<file path="config.mk">
export PLATFORM = sky130hd
export DESIGN_NAME = hmm_emission_reestimator_core
export DESIGN_NICKNAME = d
export VERILOG_FILES = /design/src/design/hmer_pkg.sv /design/src/design/hmer_bin_cell.sv /design/src/design/hmer_divider.sv /design/src/design/hmm_emission_reestimator_core.sv
export SDC_FILE = /design/constraint.sdc
export NUM_CORES = 2
export LEC_CHECK = 0
export BUFFER_PORTS_ARGS = -buffer_cell sky130_fd_sc_hd__buf_2
export CORE_ASPECT_RATIO = 2
export CORE_UTILIZATION = 50
export DETAILED_ROUTE_END_ITERATION = 6
export HOLD_SLACK_MARGIN = 0.1
export PLACE_DENSITY = 0.66
export SLEW_MARGIN = 20
export SYNTH_ARGS = -nofsm -noshare
export SYNTH_HDL_FRONTEND = slang
export SYNTH_HIERARCHICAL = 1
export SYNTH_SLANG_ARGS = --single-unit
</file>
<file path="constraint.sdc">
create_clock -name i_clk -period 18.91 [get_ports i_clk]
set_input_delay 0.9455 -clock i_clk [delete_from_list [all_inputs] [get_ports i_clk]]
set_output_delay 0.9455 -clock i_clk [all_outputs]
set_load 0.01 [all_outputs]
</file>
<file path="src/design/hmer_pkg.sv">
// ----------------------------------------------------------------------------
// hmer_pkg
// types and constants shared by the emission re-estimator core and its cells
// ----------------------------------------------------------------------------
package hmer_pkg;

    localparam int NUM_SYMBOLS = 16;
    localparam int SYM_W       = 6;
    localparam int WEIGHT_W    = 17;
    localparam int EXTRA_W     = 32;
    localparam int STATE_W     = 8;
    localparam int PROB_W      = 16;
    localparam int ACC_W       = 40;
    localparam int MUL_W       = 10;
    localparam int DIV_W       = ACC_W + MUL_W;
    localparam int NUM_W       = DIV_W + 1;
    localparam int QUOT_BITS   = 17;
    localparam int QCNT_W      = 5;

    localparam logic [ACC_W-1:0]  ACC_MAX    = {ACC_W{1'b1}};
    localparam logic [MUL_W-1:0]  SCALE      = 10'd1000;
    localparam logic [MUL_W-1:0]  SMOOTH     = 10'd999;
    localparam logic [PROB_W-1:0] FLOOR_PROB = 16'd66;
    localparam logic [PROB_W-1:0] PROB_MAX   = {PROB_W{1'b1}};

    typedef struct packed {
        logic [SYM_W-1:0]    symbol;
        logic [WEIGHT_W-1:0] weight;
        logic                sequence_end;
        logic                batch_end;
        logic [EXTRA_W-1:0]  extra_denominator;
    } t_req;

    typedef struct packed {
        logic [STATE_W-1:0] row_state;
        logic [SYM_W-1:0]   symbol_index;
        logic [PROB_W-1:0]  emission_prob;
        logic               zero_mass;
        logic               last;
    } t_result;

    typedef struct packed {
        logic                acc;
        logic                shift;
        logic [SYM_W-1:0]    symbol;
        logic [WEIGHT_W-1:0] weight;
    } t_cell_ctl;

endpackage

</file>
<file path="src/design/hmer_bin_cell.sv">
// ----------------------------------------------------------------------------
// hmer_bin_cell
// one symbol bin: saturating accumulate on a match, shift toward cell zero
// during the emission pass
// ----------------------------------------------------------------------------
module hmer_bin_cell (
    input  logic                          i_clk,
    input  logic                          i_rst_n,
    input  logic [hmer_pkg::SYM_W-1:0]    i_index,
    input  hmer_pkg::t_cell_ctl           i_ctl,
    input  logic [hmer_pkg::ACC_W-1:0]    i_bin,
    output logic [hmer_pkg::ACC_W-1:0]    o_bin
);

    logic [hmer_pkg::ACC_W-1:0] r_bin;
    logic [hmer_pkg::ACC_W-1:0] n_bin;
    logic [hmer_pkg::ACC_W:0]   w_sum;

    assign w_sum = {1'b0, r_bin} + (hmer_pkg::ACC_W + 1)'(i_ctl.weight);

    always_comb begin
        n_bin = r_bin;
        if (i_ctl.shift) begin
            n_bin = i_bin;
        end else if (i_ctl.acc && (i_ctl.symbol == i_index)) begin
            n_bin = w_sum[hmer_pkg::ACC_W] ? hmer_pkg::ACC_MAX
                                           : w_sum[hmer_pkg::ACC_W-1:0];
        end
    end

    always_ff @(posedge i_clk) begin
        if (!i_rst_n) begin
            r_bin <= '0;
        end else begin
            r_bin <= n_bin;
        end
    end

    assign o_bin = r_bin;

endmodule

</file>
<file path="src/design/hmer_divider.sv">
// ----------------------------------------------------------------------------
// hmer_divider
// restoring divider, one quotient bit per cycle, fractional quotient of a
// numerator below the divisor
// ----------------------------------------------------------------------------
module hmer_divider (
    input  logic                              i_clk,
    input  logic                              i_rst_n,
    input  logic                              i_start,
    input  logic [hmer_pkg::NUM_W-1:0]        i_num,
    input  logic [hmer_pkg::DIV_W-1:0]        i_div,
    output logic                              o_done,
    output logic [hmer_pkg::QUOT_BITS-1:0]    o_quot
);

    logic                               r_run;
    logic                               r_done;
    logic [hmer_pkg::QCNT_W-1:0]        r_cnt;
    logic [hmer_pkg::NUM_W-1:0]         r_rem;
    logic [hmer_pkg::DIV_W-1:0]         r_div;
    logic [hmer_pkg::QUOT_BITS-1:0]     r_quot;
    logic [hmer_pkg::NUM_W:0]           w_trial;
    logic                               w_ge;

    assign w_trial = {r_rem, 1'b0};
    assign w_ge    = w_trial >= (hmer_pkg::NUM_W + 1)'(r_div);

    always_ff @(posedge i_clk) begin
        if (!i_rst_n) begin
            r_run  <= 1'b0;
            r_done <= 1'b0;
            r_cnt  <= '0;
        end else begin
            r_done <= 1'b0;
            if (i_start) begin
                r_run <= 1'b1;
                r_cnt <= '0;
            end else if (r_run) begin
                r_cnt <= r_cnt + 1'b1;
                if (r_cnt == hmer_pkg::QCNT_W'(hmer_pkg::QUOT_BITS - 1)) begin
                    r_run  <= 1'b0;
                    r_done <= 1'b1;
                end
            end
        end
    end

    always_ff @(posedge i_clk) begin
        if (i_start) begin
            r_rem  <= i_num;
            r_div  <= i_div;
            r_quot <= '0;
        end else if (r_run) begin
            r_quot <= {r_quot[hmer_pkg::QUOT_BITS-2:0], w_ge};
            if (w_ge) begin
                r_rem <= hmer_pkg::NUM_W'(w_trial - (hmer_pkg::NUM_W + 1)'(r_div));
            end else begin
                r_rem <= w_trial[hmer_pkg::NUM_W-1:0];
            end
        end
    end

    assign o_done = r_done;
    assign o_quot = r_quot;

endmodule

</file>
<file path="src/design/hmm_emission_reestimator_core.sv">
// ----------------------------------------------------------------------------
// hmm_emission_reestimator_core
// discrete emission row re-estimation: bins accumulate posterior weights in a
// chain of cells, a batch-end request walks the chain through a serial divider
// a request without batch_end only accumulates and gives no result
// a batch-end request gives results in symbol order 0 to NUM_SYMBOLS-1, one per
// pass of the 17-step divider; busy until the last result is strobed
// throughput: one request per cycle while accumulating; results cannot stall
// reset: synchronous active low, clears bins, denominator and target_state
// ----------------------------------------------------------------------------
module hmm_emission_reestimator_core (
    input  logic                               i_clk,
    input  logic                               i_rst_n,
    input  logic                               start,
    input  hmer_pkg::t_req                     i_req,
    output logic                               busy,
    output logic                               o_strobe,
    output hmer_pkg::t_result                  o_result,
    input  logic                               i_cfg_we,
    input  logic [hmer_pkg::STATE_W-1:0]       i_cfg_wdata
);

    localparam logic [2:0] S_IDLE  = 3'd0;
    localparam logic [2:0] S_SCALE = 3'd1;
    localparam logic [2:0] S_LOAD  = 3'd2;
    localparam logic [2:0] S_SUM   = 3'd3;
    localparam logic [2:0] S_DIV   = 3'd4;

    logic [2:0]                          r_state;
    logic [hmer_pkg::STATE_W-1:0]        r_target;
    logic [hmer_pkg::ACC_W-1:0]          r_den;
    logic [hmer_pkg::DIV_W-1:0]          r_div;
    logic [hmer_pkg::DIV_W-1:0]          r_prod;
    logic                                r_bin_sat;
    logic                                r_zero;
    logic [hmer_pkg::SYM_W-1:0]          r_emit_idx;
    logic                                r_strobe;
    hmer_pkg::t_result                   r_result;

    logic                                w_accept;
    logic [hmer_pkg::ACC_W+1:0]          w_den_sum;
    hmer_pkg::t_cell_ctl                 w_ctl;
    logic [hmer_pkg::ACC_W-1:0]          w_bin [hmer_pkg::NUM_SYMBOLS];
    logic                                w_div_done;
    logic [hmer_pkg::QUOT_BITS-1:0]      w_quot;
    logic [hmer_pkg::QUOT_BITS:0]        w_round;
    logic [hmer_pkg::PROB_W-1:0]         w_prob;
    logic                                w_last;

    assign w_accept = start && !busy;
    assign busy     = (r_state != S_IDLE);

    assign w_ctl.acc    = w_accept;
    assign w_ctl.shift  = (r_state == S_LOAD);
    assign w_ctl.symbol = i_req.symbol;
    assign w_ctl.weight = i_req.weight;

    genvar g;
    generate
        for (g = 0; g < hmer_pkg::NUM_SYMBOLS; g++) begin : g_cell
            logic [hmer_pkg::ACC_W-1:0] w_next;
            if (g == hmer_pkg::NUM_SYMBOLS - 1) begin : g_top
                assign w_next = '0;
            end else begin : g_mid
                assign w_next = w_bin[g+1];
            end
            hmer_bin_cell u_cell (
                .i_clk   (i_clk),
                .i_rst_n (i_rst_n),
                .i_index (hmer_pkg::SYM_W'(g)),
                .i_ctl   (w_ctl),
                .i_bin   (w_next),
                .o_bin   (w_bin[g])
            );
        end
    endgenerate

    hmer_divider u_div (
        .i_clk   (i_clk),
        .i_rst_n (i_rst_n),
        .i_start (r_state == S_SUM),
        .i_num   (hmer_pkg::NUM_W'(r_prod) + hmer_pkg::NUM_W'(r_den)),
        .i_div   (r_div),
        .o_done  (w_div_done),
        .o_quot  (w_quot)
    );

    assign w_den_sum = (hmer_pkg::ACC_W + 2)'(r_den)
                     + (i_req.sequence_end ? (hmer_pkg::ACC_W + 2)'(i_req.weight) : '0)
                     + (i_req.batch_end ? (hmer_pkg::ACC_W + 2)'(i_req.extra_denominator)
                                        : '0);

    assign w_round = ({1'b0, w_quot} + 1'b1) >> 1;
    assign w_last  = (r_emit_idx == hmer_pkg::SYM_W'(hmer_pkg::NUM_SYMBOLS - 1));

    always_comb begin
        if (r_zero) begin
            w_prob = hmer_pkg::FLOOR_PROB;
        end else if (r_bin_sat || w_round[hmer_pkg::PROB_W]) begin
            w_prob = hmer_pkg::PROB_MAX;
        end else begin
            w_prob = w_round[hmer_pkg::PROB_W-1:0];
        end
    end

    always_ff @(posedge i_clk) begin
        if (!i_rst_n) begin
            r_state    <= S_IDLE;
            r_target   <= '0;
            r_den      <= '0;
            r_emit_idx <= '0;
            r_strobe   <= 1'b0;
        end else begin
            r_strobe <= 1'b0;
            if (i_cfg_we) begin
                r_target <= i_cfg_wdata;
            end
            unique case (r_state)
                S_IDLE: begin
                    if (w_accept) begin
                        r_den <= (w_den_sum[hmer_pkg::ACC_W+1:hmer_pkg::ACC_W] != 2'b00)
                               ? hmer_pkg::ACC_MAX : w_den_sum[hmer_pkg::ACC_W-1:0];
                        if (i_req.batch_end) begin
                            r_state <= S_SCALE;
                        end
                    end
                end
                S_SCALE: r_state <= S_LOAD;
                S_LOAD:  r_state <= S_SUM;
                S_SUM:   r_state <= S_DIV;
                S_DIV: begin
                    if (w_div_done) begin
                        r_strobe   <= 1'b1;
                        r_emit_idx <= w_last ? '0 : r_emit_idx + 1'b1;
                        if (w_last) begin
                            r_den   <= '0;
                            r_state <= S_IDLE;
                        end else begin
                            r_state <= S_LOAD;
                        end
                    end
                end
                default: r_state <= S_IDLE;
            endcase
        end
    end

    always_ff @(posedge i_clk) begin
        if (r_state == S_SCALE) begin
            r_div  <= hmer_pkg::DIV_W'(r_den) * hmer_pkg::DIV_W'(hmer_pkg::SCALE);
            r_zero <= (r_den == '0);
        end
        if (r_state == S_LOAD) begin
            r_prod    <= hmer_pkg::DIV_W'(w_bin[0]) * hmer_pkg::DIV_W'(hmer_pkg::SMOOTH);
            r_bin_sat <= (w_bin[0] >= r_den);
        end
        if ((r_state == S_DIV) && w_div_done) begin
            r_result.row_state     <= r_target;
            r_result.symbol_index  <= r_emit_idx;
            r_result.emission_prob <= w_prob;
            r_result.zero_mass     <= r_zero;
            r_result.last          <= w_last;
        end
    end

    assign o_strobe = r_strobe;
    assign o_result = r_result;

    a_last_ends_row: assert property (@(posedge i_clk) disable iff (!i_rst_n)
        o_strobe && o_result.last |-> !busy)
        else $error("row end result while still busy");

    a_mid_row_busy: assert property (@(posedge i_clk) disable iff (!i_rst_n)
        o_strobe && !o_result.last |-> busy)
        else $error("row stopped before its last result");

    a_zero_floor: assert property (@(posedge i_clk) disable iff (!i_rst_n)
        o_strobe && o_result.zero_mass |-> o_result.emission_prob == hmer_pkg::FLOOR_PROB)
        else $error("zero mass result without floor probability");

    a_batch_busy: assert property (@(posedge i_clk) disable iff (!i_rst_n)
        start && !busy && i_req.batch_end |=> busy)
        else $error("batch end request did not start the row");

    a_first_index: assert property (@(posedge i_clk) disable iff (!i_rst_n)
        $rose(busy) |-> r_emit_idx == '0)
        else $error("row does not start at symbol zero");

endmodule

</file>
==> impl_metrics.ini <==
[detailed_routing]
drt_pass1_iterations = 7
antenna_left = 0
wire_per_inst_um = 24.0
wl_mm = 304
drc = 1
drt_iter0_markers = 4916
vias_per_cell = 6.35
via_count = 80600

[power_and_ir_drop]
p_leak_nw = 38.3
power_frac_clock_pct = 31.0
sequentialPowerShare_pct = 34.9
switching_share_pct = 36.8
combinationalPowerShare_pct = 34.0
power.density_mw_per_mm2 = 73.0
peakVddDrop_v = 0.0000854
p_sw_mw = 2.51
p_int_mw = 4.30

[grt]
grt_max_degree = 167
grt_pass1_wl_mm = 466
antenna_found_initial = 19
track_usage_pct = 34.2
overflow = 0
grt_pass1_vias = 83500

[die]
start_util_pct = 50.5
dieArea_mm2 = 0.175
core_area_mm2 = 0.172
ios = 103
die_y_um = 591
die_w_um = 297
num_rows = 215

[clock_tree]
clk_latency_ps = 750
clkSinkCount = 954
hold_buffers = 0
post_cts_resized = 0
cts-root-buf = clkbuf_16
clkTransAtPathRegs_ps = 70
cts_made_buffers = 98
cts_tree = done
cts.path.max_buffers = 3
htreeDepth = 3
cts_setup_buffers = 0

[logic_synthesis]
synth_cell_types = 110
synth_edf_count = 232
netlist_area_mm2 = 0.0868
syn_area_per_cell_um2 = 8.42
ys_ff_latch = 954
ys.flop_type = dfxtp_1
synth_cells = 10300
ys_seq_area_share_pct = 24.7
synth_top_area_cell = dfxtp_1
ys_top_cells_by_area = dfxtp_1 (17%), ha_1 (10%), fa_1 (9.4%)
yosysWarningCount = 6
synth_most_common_cell = inv_1
yosysTopAreaCellShare_pct = 16.7
synth_commonest_cells = inv_1 (807), o21ai_0 (793), nand2_1 (727), dfxtp_1 (722), ha_1 (696)
synthArstFlopShare_pct = 0

[sta]
finalSetupTns_ps = 0
slew_violations = 0
finalSetupViolCount = 0
finalHoldViolCount = 0
timing.final.crit_share_pct = 35.7
relSlewSlack_pct = 18.5
rsz0062_at_grt = false
finClkSkew_ps = 38.7
fmax_ghz = 0.148
max_slew.worst_pin.slew_ps = 1210
period_minus_slack_ps = 6760

[placed_design]
port_buffers = 102
post-dp-hpwl_mm = 235
gp_congestion = 1.00

[min_path]
min_path_type = reg2reg
worstHoldStart = r_div[8]

[cells_and_area]
area_growth_pct = 7.40
final_layout_size_suffix_gt1_share_pct = 6.91
fin_util_pct = 54.2
nets = 11500

[worst_setup_path]
worstReg2RegStart = g_cell[0].u_cell/o_bin[17]
crit_type = reg2reg
end_kind = register
startpoint = g_cell[0].u_cell/o_bin[17]
cp_max_fo = 14
start_kind = register
worstPathArrival_ps = 7350
required_ps = 19500

[status]
violations = design-rule violations
status = complete, but fails checks

[flow_run]
drv_cap = 0
final timing paths:
path                     to  slack [ps]  depth (start not counted)
min          u_div/r_div[8]         420                          0
min reg2reg  u_div/r_div[8]         420                          0
max reg2reg      r_prod[46]       12150                         20
max              r_prod[46]       12150                         20
layer usage:
| metal | GRT usage (%) | up-vias | wire [µm] |
|---|---|---|---|
| met4 | 32.4 | 8 | 31300 |
| met5 | 0 | - | 56 |
| met2 | 64.0 | 2780 | 162000 |
| li1 | - | 37600 | - |
| met3 | 5.22 | 1283 | 14100 |
| met1 | 30.7 | 39000 | 96900 |
worst max-delay path, cell delays in order (launching register included):
cell,delay (ps)
dfxtp_1,750
inv_1,230
fa_1,550
fa_1,430
fa_1,480
inv_1,50
fa_1,470
inv_1,50
fa_1,470
inv_1,40
ha_1,390
and3_1,230
and2_1,180
o211ai_1,190
a211o_1,340
a41oi_1,440
o31a_1,220
o31a_1,320
a21oi_1,200
or4_1,490
nand3_1,90
flip-flops by register name (all words and copies together), names as in the netlist:
name	count
r_emit_idx	6
r_bin_sat	1
u_div/o_quot	17
g_cell.u_cell/o_bin	640
o_result	32
u_div/r_cnt	5
r_state	3
r_zero	1
u_div/r_div	50
r_den	40
u_div/r_rem	51
o_strobe	1
u_div/r_run	1
r_div	47
r_prod	50
r_target	8
u_div/o_done	1
area by class of cell:
class,instances,area (µm²)
clock buffer,133,2770
multi-input combinational,8228,61100
antenna,25,62.6
tap,2278,2850
fill,16100,78700
clock inverter,46,577
timing repair buffer,217,1420
sequential,954,21400
inverter,807,3030
placed cells by master (no fill, tap or decap), types with 99 or more instances in the layout:
master / n
a211oi_1: 390
a21o_1: 187
a21oi_1: 622
a31oi_1: 100
and2_1: 228
and3_1: 120
buf_2: 101
buf_4: 112
clkbuf_16: 99
conb_1: 139
dfxtp_1: 722
edfxtp_1: 232
fa_1: 408
ha_1: 696
inv_1: 807
nand2_1: 727
nand3_1: 247
nand4_1: 226
nor2_1: 568
nor3_1: 520
o211ai_1: 120
o21ai_0: 793
o221ai_1: 107
or2_2: 106
xnor2_1: 288
xor2_1: 281
cells by family after synthesis:
family	synth area share [%]
other	0.00865
AND/OR/NAND/NOR	19.0
AO/OA/AOI/OAI	24.5
flip-flops	24.7
XOR/XNOR	5.74
multiplexers	0.868
buffers and inverters	5.76
adder cells (fa/ha/maj)	19.4
power by group through the flow:
stage	clock network (mW)	registers, mW	logic [mW]
after CTS	2.15	2.38	2.29
after global placement	0	2.42	2.23
final	2.11	2.38	2.31
after floorplan	0	2.37	1.68
after detailed placement	0	2.42	2.28
after global routing	2.22	2.39	2.57
per-stage QoR:
step	cell area [µm²]	hold slack, ps	cells	power [mW]	worst slack [ps]
global placement	89800	402	12500	4.65	12280
global route	93200	423	12700	7.17	11850
finish	93200	417	12700	6.80	12150
detailed placement	89800	405	12500	4.70	12250
floorplan	87300	400	10400	4.05	11920
CTS	93100	416	12700	6.81	12230
Power figures use the tool's default switching activity.
